## src/dcm_pkg.sv

```systemverilog
// Shared types and constants for the duty cycle meter.
package dcm_pkg;

	// Width of the timestamp field on the input port
	localparam int NOW_W = 64;

	// Default width of the timer that is actually measured
	localparam int TIME_BITS_DEF = 64;

	// Result width and full-scale value (one million ppm)
	localparam int PPM_W = 20;
	localparam logic [PPM_W-1:0] PPM_FULL = 20'd1000000;

	// Command codes
	typedef enum logic [1:0] {
		CMD_START = 2'd0,
		CMD_STOP  = 2'd1,
		CMD_RESET = 2'd2,
		CMD_QUERY = 2'd3
	} dcm_cmd_t;

endpackage

```

## src/dcm_front.sv

```systemverilog
// Command front end: owns the meter state and turns queries into division jobs.
module dcm_front #(
	parameter int TIME_BITS = dcm_pkg::TIME_BITS_DEF
) (
	input  logic                       clk,
	input  logic                       arst_n,
	input  logic                       in_valid,
	output logic                       in_stall,
	input  logic [1:0]                 cmd,
	input  logic [dcm_pkg::NOW_W-1:0]  now,
	output logic                       push,
	output logic [2*TIME_BITS:0]       push_data,
	input  logic                       full
);
	import dcm_pkg::*;

	typedef enum logic [1:0] {
		F_IDLE,
		F_DIFF,
		F_SUM,
		F_PUSH
	} f_state_t;

	f_state_t               state_q;
	dcm_cmd_t               cmd_q;
	logic [TIME_BITS-1:0]   now_q;
	logic [TIME_BITS-1:0]   run_start_q;
	logic [TIME_BITS-1:0]   active_total_q;
	logic [TIME_BITS-1:0]   window_start_q;
	logic [TIME_BITS-1:0]   run_q;
	logic [TIME_BITS-1:0]   span_q;
	logic [TIME_BITS:0]     act_q;
	logic                   sat;

	// One transaction in flight in the front end
	assign in_stall = (state_q != F_IDLE);

	// Saturate on an empty window or when active time reaches the window length
	assign sat       = (span_q == '0) || (act_q >= {1'b0, span_q});
	assign push      = (state_q == F_PUSH) && !full;
	assign push_data = {sat, act_q[TIME_BITS-1:0], span_q};

	// Command sequencer and meter state
	always_ff @(posedge clk or negedge arst_n) begin
		if (!arst_n) begin
			state_q        <= F_IDLE;
			cmd_q          <= CMD_START;
			now_q          <= '0;
			run_start_q    <= '0;
			active_total_q <= '0;
			window_start_q <= '0;
			run_q          <= '0;
			span_q         <= '0;
			act_q          <= '0;
		end else begin
			unique case (state_q)
				F_IDLE: begin
					if (in_valid) begin
						cmd_q   <= dcm_cmd_t'(cmd);
						now_q   <= now[TIME_BITS-1:0];
						state_q <= F_DIFF;
					end
				end
				F_DIFF: begin
					unique case (cmd_q)
						CMD_START: begin
							// a start while running keeps the first start time
							if (run_start_q == '0) begin
								run_start_q <= now_q;
							end
							state_q <= F_IDLE;
						end
						CMD_RESET: begin
							run_start_q    <= '0;
							active_total_q <= '0;
							window_start_q <= now_q;
							state_q        <= F_IDLE;
						end
						CMD_STOP, CMD_QUERY: begin
							// running interval, zero when not running
							run_q   <= (run_start_q != '0) ? (now_q - run_start_q) : '0;
							span_q  <= now_q - window_start_q;
							state_q <= F_SUM;
						end
					endcase
				end
				F_SUM: begin
					if (cmd_q == CMD_STOP) begin
						active_total_q <= active_total_q + run_q;
						run_start_q    <= '0;
						state_q        <= F_IDLE;
					end else begin
						// keep the carry so an overflowing sum still saturates
						act_q   <= {1'b0, active_total_q} + {1'b0, run_q};
						state_q <= F_PUSH;
					end
				end
				F_PUSH: begin
					if (!full) begin
						state_q <= F_IDLE;
					end
				end
				default: begin
					state_q <= F_IDLE;
				end
			endcase
		end
	end

endmodule

```

## src/dcm_queue.sv

```systemverilog
// Two-entry job queue between the front end and the divider.
module dcm_queue #(
	parameter int DATA_W = 2 * dcm_pkg::TIME_BITS_DEF + 1
) (
	input  logic              clk,
	input  logic              arst_n,
	input  logic              push,
	input  logic [DATA_W-1:0] push_data,
	output logic              full,
	input  logic              pop,
	output logic [DATA_W-1:0] pop_data,
	output logic              empty
);

	logic [DATA_W-1:0] entry_q [2];
	logic              wr_ptr_q;
	logic              rd_ptr_q;
	logic [1:0]        count_q;

	assign full     = (count_q == 2'd2);
	assign empty    = (count_q == 2'd0);
	assign pop_data = entry_q[rd_ptr_q];

	// Pointers and occupancy
	always_ff @(posedge clk or negedge arst_n) begin
		if (!arst_n) begin
			wr_ptr_q <= 1'b0;
			rd_ptr_q <= 1'b0;
			count_q  <= 2'd0;
		end else begin
			if (push) begin
				wr_ptr_q <= !wr_ptr_q;
			end
			if (pop) begin
				rd_ptr_q <= !rd_ptr_q;
			end
			if (push && !pop) begin
				count_q <= count_q + 2'd1;
			end else if (pop && !push) begin
				count_q <= count_q - 2'd1;
			end
		end
	end

	// Entry storage
	always_ff @(posedge clk) begin
		if (push) begin
			entry_q[wr_ptr_q] <= push_data;
		end
	end

endmodule

```

## src/dcm_back.sv

```systemverilog
// Back end: shift-add scaling by one million, restoring division, result register.
module dcm_back #(
	parameter int TIME_BITS = dcm_pkg::TIME_BITS_DEF
) (
	input  logic                          clk,
	input  logic                          arst_n,
	input  logic                          job_valid,
	input  logic [2*TIME_BITS:0]          job_data,
	output logic                          pop,
	output logic                          out_valid,
	input  logic                          out_stall,
	output logic [dcm_pkg::PPM_W-1:0]     duty_ppm
);
	import dcm_pkg::*;

	localparam int PROD_W = TIME_BITS + PPM_W;

	typedef enum logic [1:0] {
		B_IDLE,
		B_MUL,
		B_DIV,
		B_DONE
	} b_state_t;

	b_state_t             state_q;
	logic [TIME_BITS-1:0] act_q;
	logic [TIME_BITS-1:0] span_q;
	logic [PROD_W-1:0]    prod_q;
	logic [4:0]           cnt_q;
	logic                 out_valid_q;
	logic [PPM_W-1:0]     duty_ppm_q;

	logic [TIME_BITS:0]   cand;
	logic [TIME_BITS:0]   diff;
	logic                 ge;
	logic [TIME_BITS-1:0] new_rem;
	logic                 load_out;

	assign pop       = (state_q == B_IDLE) && job_valid;
	assign out_valid = out_valid_q;
	assign duty_ppm  = duty_ppm_q;

	// Result register takes a new value once the previous one has left
	assign load_out = (state_q == B_DONE) && (!out_valid_q || !out_stall);

	// One divider step: remainder sits above the quotient bits in prod_q
	assign cand    = {prod_q[PROD_W-1:PPM_W], prod_q[PPM_W-1]};
	assign diff    = cand - {1'b0, span_q};
	assign ge      = (cand >= {1'b0, span_q});
	assign new_rem = ge ? diff[TIME_BITS-1:0] : cand[TIME_BITS-1:0];

	// Sequencer, datapath and output register
	always_ff @(posedge clk or negedge arst_n) begin
		if (!arst_n) begin
			state_q     <= B_IDLE;
			act_q       <= '0;
			span_q      <= '0;
			prod_q      <= '0;
			cnt_q       <= '0;
			out_valid_q <= 1'b0;
			duty_ppm_q  <= '0;
		end else begin
			if (load_out) begin
				out_valid_q <= 1'b1;
			end else if (!out_stall) begin
				out_valid_q <= 1'b0;
			end
			unique case (state_q)
				B_IDLE: begin
					if (job_valid) begin
						act_q  <= job_data[2*TIME_BITS-1:TIME_BITS];
						span_q <= job_data[TIME_BITS-1:0];
						cnt_q  <= 5'(PPM_W - 1);
						if (job_data[2*TIME_BITS]) begin
							// saturated: full scale straight to the output
							prod_q  <= {{TIME_BITS{1'b0}}, PPM_FULL};
							state_q <= B_DONE;
						end else begin
							prod_q  <= '0;
							state_q <= B_MUL;
						end
					end
				end
				B_MUL: begin
					// MSB first over the bits of one million
					prod_q <= {prod_q[PROD_W-2:0], 1'b0}
						+ (PPM_FULL[cnt_q] ? {{PPM_W{1'b0}}, act_q} : {PROD_W{1'b0}});
					if (cnt_q == '0) begin
						cnt_q   <= 5'(PPM_W - 1);
						state_q <= B_DIV;
					end else begin
						cnt_q <= cnt_q - 5'd1;
					end
				end
				B_DIV: begin
					// remainder stays below span, quotient shifts in at the bottom
					prod_q <= {new_rem, prod_q[PPM_W-2:0], ge};
					if (cnt_q == '0) begin
						state_q <= B_DONE;
					end else begin
						cnt_q <= cnt_q - 5'd1;
					end
				end
				B_DONE: begin
					if (load_out) begin
						duty_ppm_q <= prod_q[PPM_W-1:0];
						state_q    <= B_IDLE;
					end
				end
				default: begin
					state_q <= B_IDLE;
				end
			endcase
		end
	end

endmodule

```

## src/duty_cycle_meter_unit.sv

```systemverilog
// Duty cycle meter top level: front end, job queue and divider back end.
//
// Commands are start, stop, reset and query, each with the current timer value; only
// query returns a result, the active time since the last reset as parts per million of
// the window, saturated at 1000000 (also for an empty window). A start at time zero
// reads as not running. The front end takes one transaction at a time: start and reset
// occupy it for the capture and decode states, stop also for the summing state, query
// for those and the push state plus any wait for queue space. Each query then passes
// the back end as 1 load, 20 shift-add steps scaling by one million, 20 restoring-division
// steps and 1 output, or load straight to output when saturated; this one-bit-per-cycle
// multiply and divide unit sets the sustained query rate. A two-entry queue lets the front
// end keep taking commands while the back end divides and while a result waits in the output register.
module duty_cycle_meter_unit #(
	parameter int TIME_BITS = dcm_pkg::TIME_BITS_DEF
) (
	input  logic                       clk,
	input  logic                       arst_n,
	input  logic                       in_valid,
	output logic                       in_stall,
	input  logic [1:0]                 cmd,
	input  logic [dcm_pkg::NOW_W-1:0]  now,
	output logic                       out_valid,
	input  logic                       out_stall,
	output logic [dcm_pkg::PPM_W-1:0]  duty_ppm
);
	import dcm_pkg::*;

	localparam int JOB_W = 2 * TIME_BITS + 1;

	logic             push;
	logic [JOB_W-1:0] push_data;
	logic             full;
	logic             pop;
	logic [JOB_W-1:0] pop_data;
	logic             empty;

	// Command handling and meter state
	dcm_front #(
		.TIME_BITS (TIME_BITS)
	) u_front (
		.clk       (clk),
		.arst_n    (arst_n),
		.in_valid  (in_valid),
		.in_stall  (in_stall),
		.cmd       (cmd),
		.now       (now),
		.push      (push),
		.push_data (push_data),
		.full      (full)
	);

	// Query jobs waiting for the divider
	dcm_queue #(
		.DATA_W (JOB_W)
	) u_queue (
		.clk       (clk),
		.arst_n    (arst_n),
		.push      (push),
		.push_data (push_data),
		.full      (full),
		.pop       (pop),
		.pop_data  (pop_data),
		.empty     (empty)
	);

	// Scaling, division and result register
	dcm_back #(
		.TIME_BITS (TIME_BITS)
	) u_back (
		.clk       (clk),
		.arst_n    (arst_n),
		.job_valid (!empty),
		.job_data  (pop_data),
		.pop       (pop),
		.out_valid (out_valid),
		.out_stall (out_stall),
		.duty_ppm  (duty_ppm)
	);

endmodule

```

## config.mk

```make
export PLATFORM = sky130hd
export DESIGN_NAME = duty_cycle_meter_unit
export DESIGN_NICKNAME = d
export VERILOG_FILES = /design/src/dcm_pkg.sv /design/src/dcm_front.sv /design/src/dcm_queue.sv /design/src/dcm_back.sv /design/src/duty_cycle_meter_unit.sv
export SDC_FILE = /design/constraint.sdc
export NUM_CORES = 2
export LEC_CHECK = 0
export ABC_AREA = 1
export ABC_CLOCK_PERIOD_IN_PS = 8400
export BUFFER_PORTS_ARGS = -buffer_cell sky130_fd_sc_hd__buf_2
export CAP_MARGIN = 15
export CORE_MARGIN = 4
export CORE_UTILIZATION = 25
export CTS_CLUSTER_SIZE = 28
export DETAILED_ROUTE_END_ITERATION = 6
export HOLD_SLACK_MARGIN = 0.08
export PLACE_DENSITY = 0.42
export REMOVE_ABC_BUFFERS = 1
export SLEW_MARGIN = 10
export SYNTH_ARGS = -nofsm -noshare
export SYNTH_HDL_FRONTEND = slang
export SYNTH_SLANG_ARGS = --single-unit
```

## constraint.sdc

```tcl
create_clock -name clk -period 8.4 [get_ports clk]
set_input_delay 2.1 -clock clk [delete_from_list [all_inputs] [get_ports clk]]
set_output_delay 2.1 -clock clk [all_outputs]
set_load 0.005 [all_outputs]
```

==> out/qor.csv <==
metric;value;unit
cts_resized;0;
p_switching;18.1;mW
final_nets;9881;
critPathMostFrequentCell;nand2_1;
first_iter_violations;4144;
drc;0;
grt_pass1_vias;61367;
fmax;211;MHz
rows;187;
endpoint_kind;flip-flop;
die_h;519;um
overflow;0;
r2r_cells;20;
grt_max_degree;135;
setup_viol;0;
crit_path_start_kind;flip-flop;
grt_pass1_wl;425000;um
report.final.slew_viol_count;0;
critPathArrivalTime;5.48;ns
avgViaCountPerCell;4.72;
ys.flop_type;dfrtp_1;
cp_top_family;simple AND/OR/NAND/NOR gates;
drv_cap;0;
clk_pin_slew;0.06;ns
track_usage;21.2;%
antenna_left;0;
areaGrowthSynthToFinish;13.2;%
netlist_area;65400;um^2
tritoncts;built;
syn_area_per_cell;6.99;um^2
post-route-min-period;4.75;ns
fp.coreArea;260000;um^2
required;9.13;ns
cts_buffers;116;
path_buf_inv;2;
max-clock-path-buffers;3;
slowest_delay;0.78;ns
drive_gt1_share;5.29;%
finalNonFillerCells;13014;
io_pins;92;
yosys.area.top_type;dfrtp_1;
dp_cells;12788;
die_area;270000;um^2
postLayoutCoreUtil;28.5;%
worstPathCellList;inv_1 > ha_1 > a221oi_4 > buf_4 > nor2_1 > ha_1 > nand2_1 > nand2_1 > nand2_1 > o21ai_0 > nand2_1 > nand3b_1 > nand2_1 > nand2_1 > nand2_1 > nand3_1 > nand3_1 > nand2_1 > nand2_1 > nand2_1;
routedWlPerCell;22.5;um
vias;61444;
start_util;25.2;%
holdBufCountCts;0;
yosysSeqAreaShare;38.5;%
numPortBuffers;91;
clock_sinks;955;
combPwrFrac;58.3;%
totalWireLength;293000;um
synth_enable_flop_cells;258;
p_int;15.4;mW
nFillCells;28791;
crit_type;flip-flop to flip-flop;
min_path_type;flip-flop to flip-flop;
rr_endpoint;u_back.prod_q[54];
fin_tns_setup;0;ns
p_per_area;453;nW/um^2
yosysWarnings;0;
pre_cts_slack;3.52;ns
top_register;u_queue.entry_q;
async_reset_ff_share;73.0;%
rsz0062_at_grt;false;
tightest_slew;1.08;ns
dp_hpwl;240000;um
h-tree-depth;3;
yosysTopAreaCellShare;26.7;%
hold_path_end;u_back.duty_ppm[15];
setup_slack;3.65;ns
syn_inst;9362;
status;finished, final reports clean;
slew_headroom;27.0;%
hold_viol;0;
rrSetupSlack;3.65;ns
antenna_found_initial;9;
final.setup_skew;0.0754;ns
post-cts-setup-buffers;0;
swShare;54.1;%
yosys.cell_types.count;60;
r2r_start;u_back.cnt_q[0];
whs_path_depth;2;
synthMostInstantiatedCell;nand2_1;
yosys-top-cells-count;2824 x nand2_1, 1417 x inv_1, 1014 x nor2_1;
first_pass_iters;6;
chipWidth;519;um
gp_congestion;0.982;
reg.largest.list;u_queue.entry_q: 258 flops, u_back.prod_q: 84 flops, u_front.act_q: 65 flops;
min_period_over_period;56.5;%
cpMaxStageDelayCell;o21ai_0;
ys_ff_latch;955;
hold_slack;0.472;ns
p_seq_share;25.8;%
irDropWorstVdd;0.276;mV
pwr-share-clk;16.0;%
clockRootBuffer;clkbuf_16;
largest_reg_flops;258;
cp_max_fo;64;
yosys-top-cells-area;dfrtp_1 27%, nand2_1 16%, edfxtp_1 12%;
worst_skew_pair.late_latency;0.80;ns
power.static_leakage;35.5;nW
hp-start;u_back.duty_ppm[15];
==> cell type report <==
cell class	count	area, um^2	area share (%)
multi-input cells	6758	34000	46.0
flip-flops and latches	955	25200	34.0
inverters	1435	5390	7.28
well taps	3496	4370	5.91
clock buffers	155	3230	4.36
repair buffers	145	978	1.32
clock inverters	67	828	1.12
diodes	3	7.51	0.0101
==> stage by stage <==
stage	total power, mW	area [um^2]
4_1_cts	33.7	74000
5_1_grt	36.3	74000
2_1_floorplan	20.1	64500
3_5_place_dp	28.2	69900
3_3_place_gp	28.2	69900
6_report	33.5	74000
==> how the worst max path moves through the flow <==
stage	start	endpoint	slack, ns	cells past startpoint
5_1_grt	u_back.cnt_q[0]	u_back.prod_q[46]	3.25	19
2_1_floorplan	u_back.state_q[0]	u_queue.count_q[1]	-2.55	9
6_report	u_back.cnt_q[0]	u_back.prod_q[54]	3.65	20
3_3_place_gp	u_back.cnt_q[0]	u_back.prod_q[79]	3.61	22
4_1_cts	u_back.cnt_q[0]	u_back.prod_q[46]	3.56	19
3_5_place_dp	u_back.cnt_q[0]	u_back.prod_q[46]	3.52	19
==> placed cells by master (no fill, tap or decap), types with 46 or more instances in the layout <==
| cell type | netlist | final |
|---|---|---|
| buf_4 | 2 | 46 |
| inv_1 | 1417 | 1415 |
| nor2_1 | 1014 | 1009 |
| clkbuf_16 | 0 | 117 |
| mux2_2 | 65 | 65 |
| xnor2_1 | 85 | 85 |
| nand4_1 | 92 | 92 |
| a21oi_1 | 545 | 544 |
| nand3_1 | 553 | 553 |
| nand2_1 | 2824 | 2820 |
| dfrtp_1 | 697 | 696 |
| nor3_1 | 88 | 88 |
| nand3b_1 | 73 | 73 |
| edfxtp_1 | 258 | 258 |
| a31oi_1 | 159 | 159 |
| buf_2 | 19 | 90 |
| ha_1 | 395 | 393 |
| o21ai_0 | 546 | 546 |
==> cell families (layout without fill, tap and decap cells) <==
| group | after synthesis | count (layout) | synth area share, % |
|---|---|---|---|
| AOI/OAI and AO/OA | 1430 | 1430 | 11.8 |
| xor gates and xnor gates | 100 | 100 | 1.34 |
| adders and majority gates | 400 | 400 | 7.71 |
| buffers and inverters | 1649 | 1802 | 9.63 |
| DFF | 955 | 955 | 38.5 |
| muxes | 66 | 66 | 1.13 |
| other | 0 | 3 | 0 |
| and+or+nand+nor | 4762 | 4762 | 29.8 |
==> power by group through the flow <==
stage	combinational (mW)	sequential, mW	clock [mW]
final	19.5	8.63	5.35
after global routing	21.7	8.81	5.71
after CTS	19.6	8.65	5.51
after detailed placement	19.5	8.73	0
after global placement	19.5	8.69	0
after floorplan	12.5	7.59	0
==> worst register-to-register path: stages, from the launching register on <==
cell	delay, ns
dfrtp_1	0.39
inv_1	0.10
ha_1	0.24
a221oi_4	0.27
buf_4	0.66
nor2_1	0.20
ha_1	0.35
nand2_1	0.05
nand2_1	0.10
nand2_1	0.11
o21ai_0	0.78
nand2_1	0.13
nand3b_1	0.25
nand2_1	0.09
nand2_1	0.29
nand2_1	0.15
nand3_1	0.10
nand3_1	0.18
nand2_1	0.14
nand2_1	0.05
nand2_1	0.09
==> routing by layer <==
layer  vias to the layer above  wire [um]  global-route usage (%)
met2                      1322     136000                    35.6
met5                         -          0                       0
met4                         0      11000                    6.97
met3                       389       9150                    1.71
li1                      30345          -                       -
met1                     29388     137000                    28.8
(Power assumes the default switching activity.)
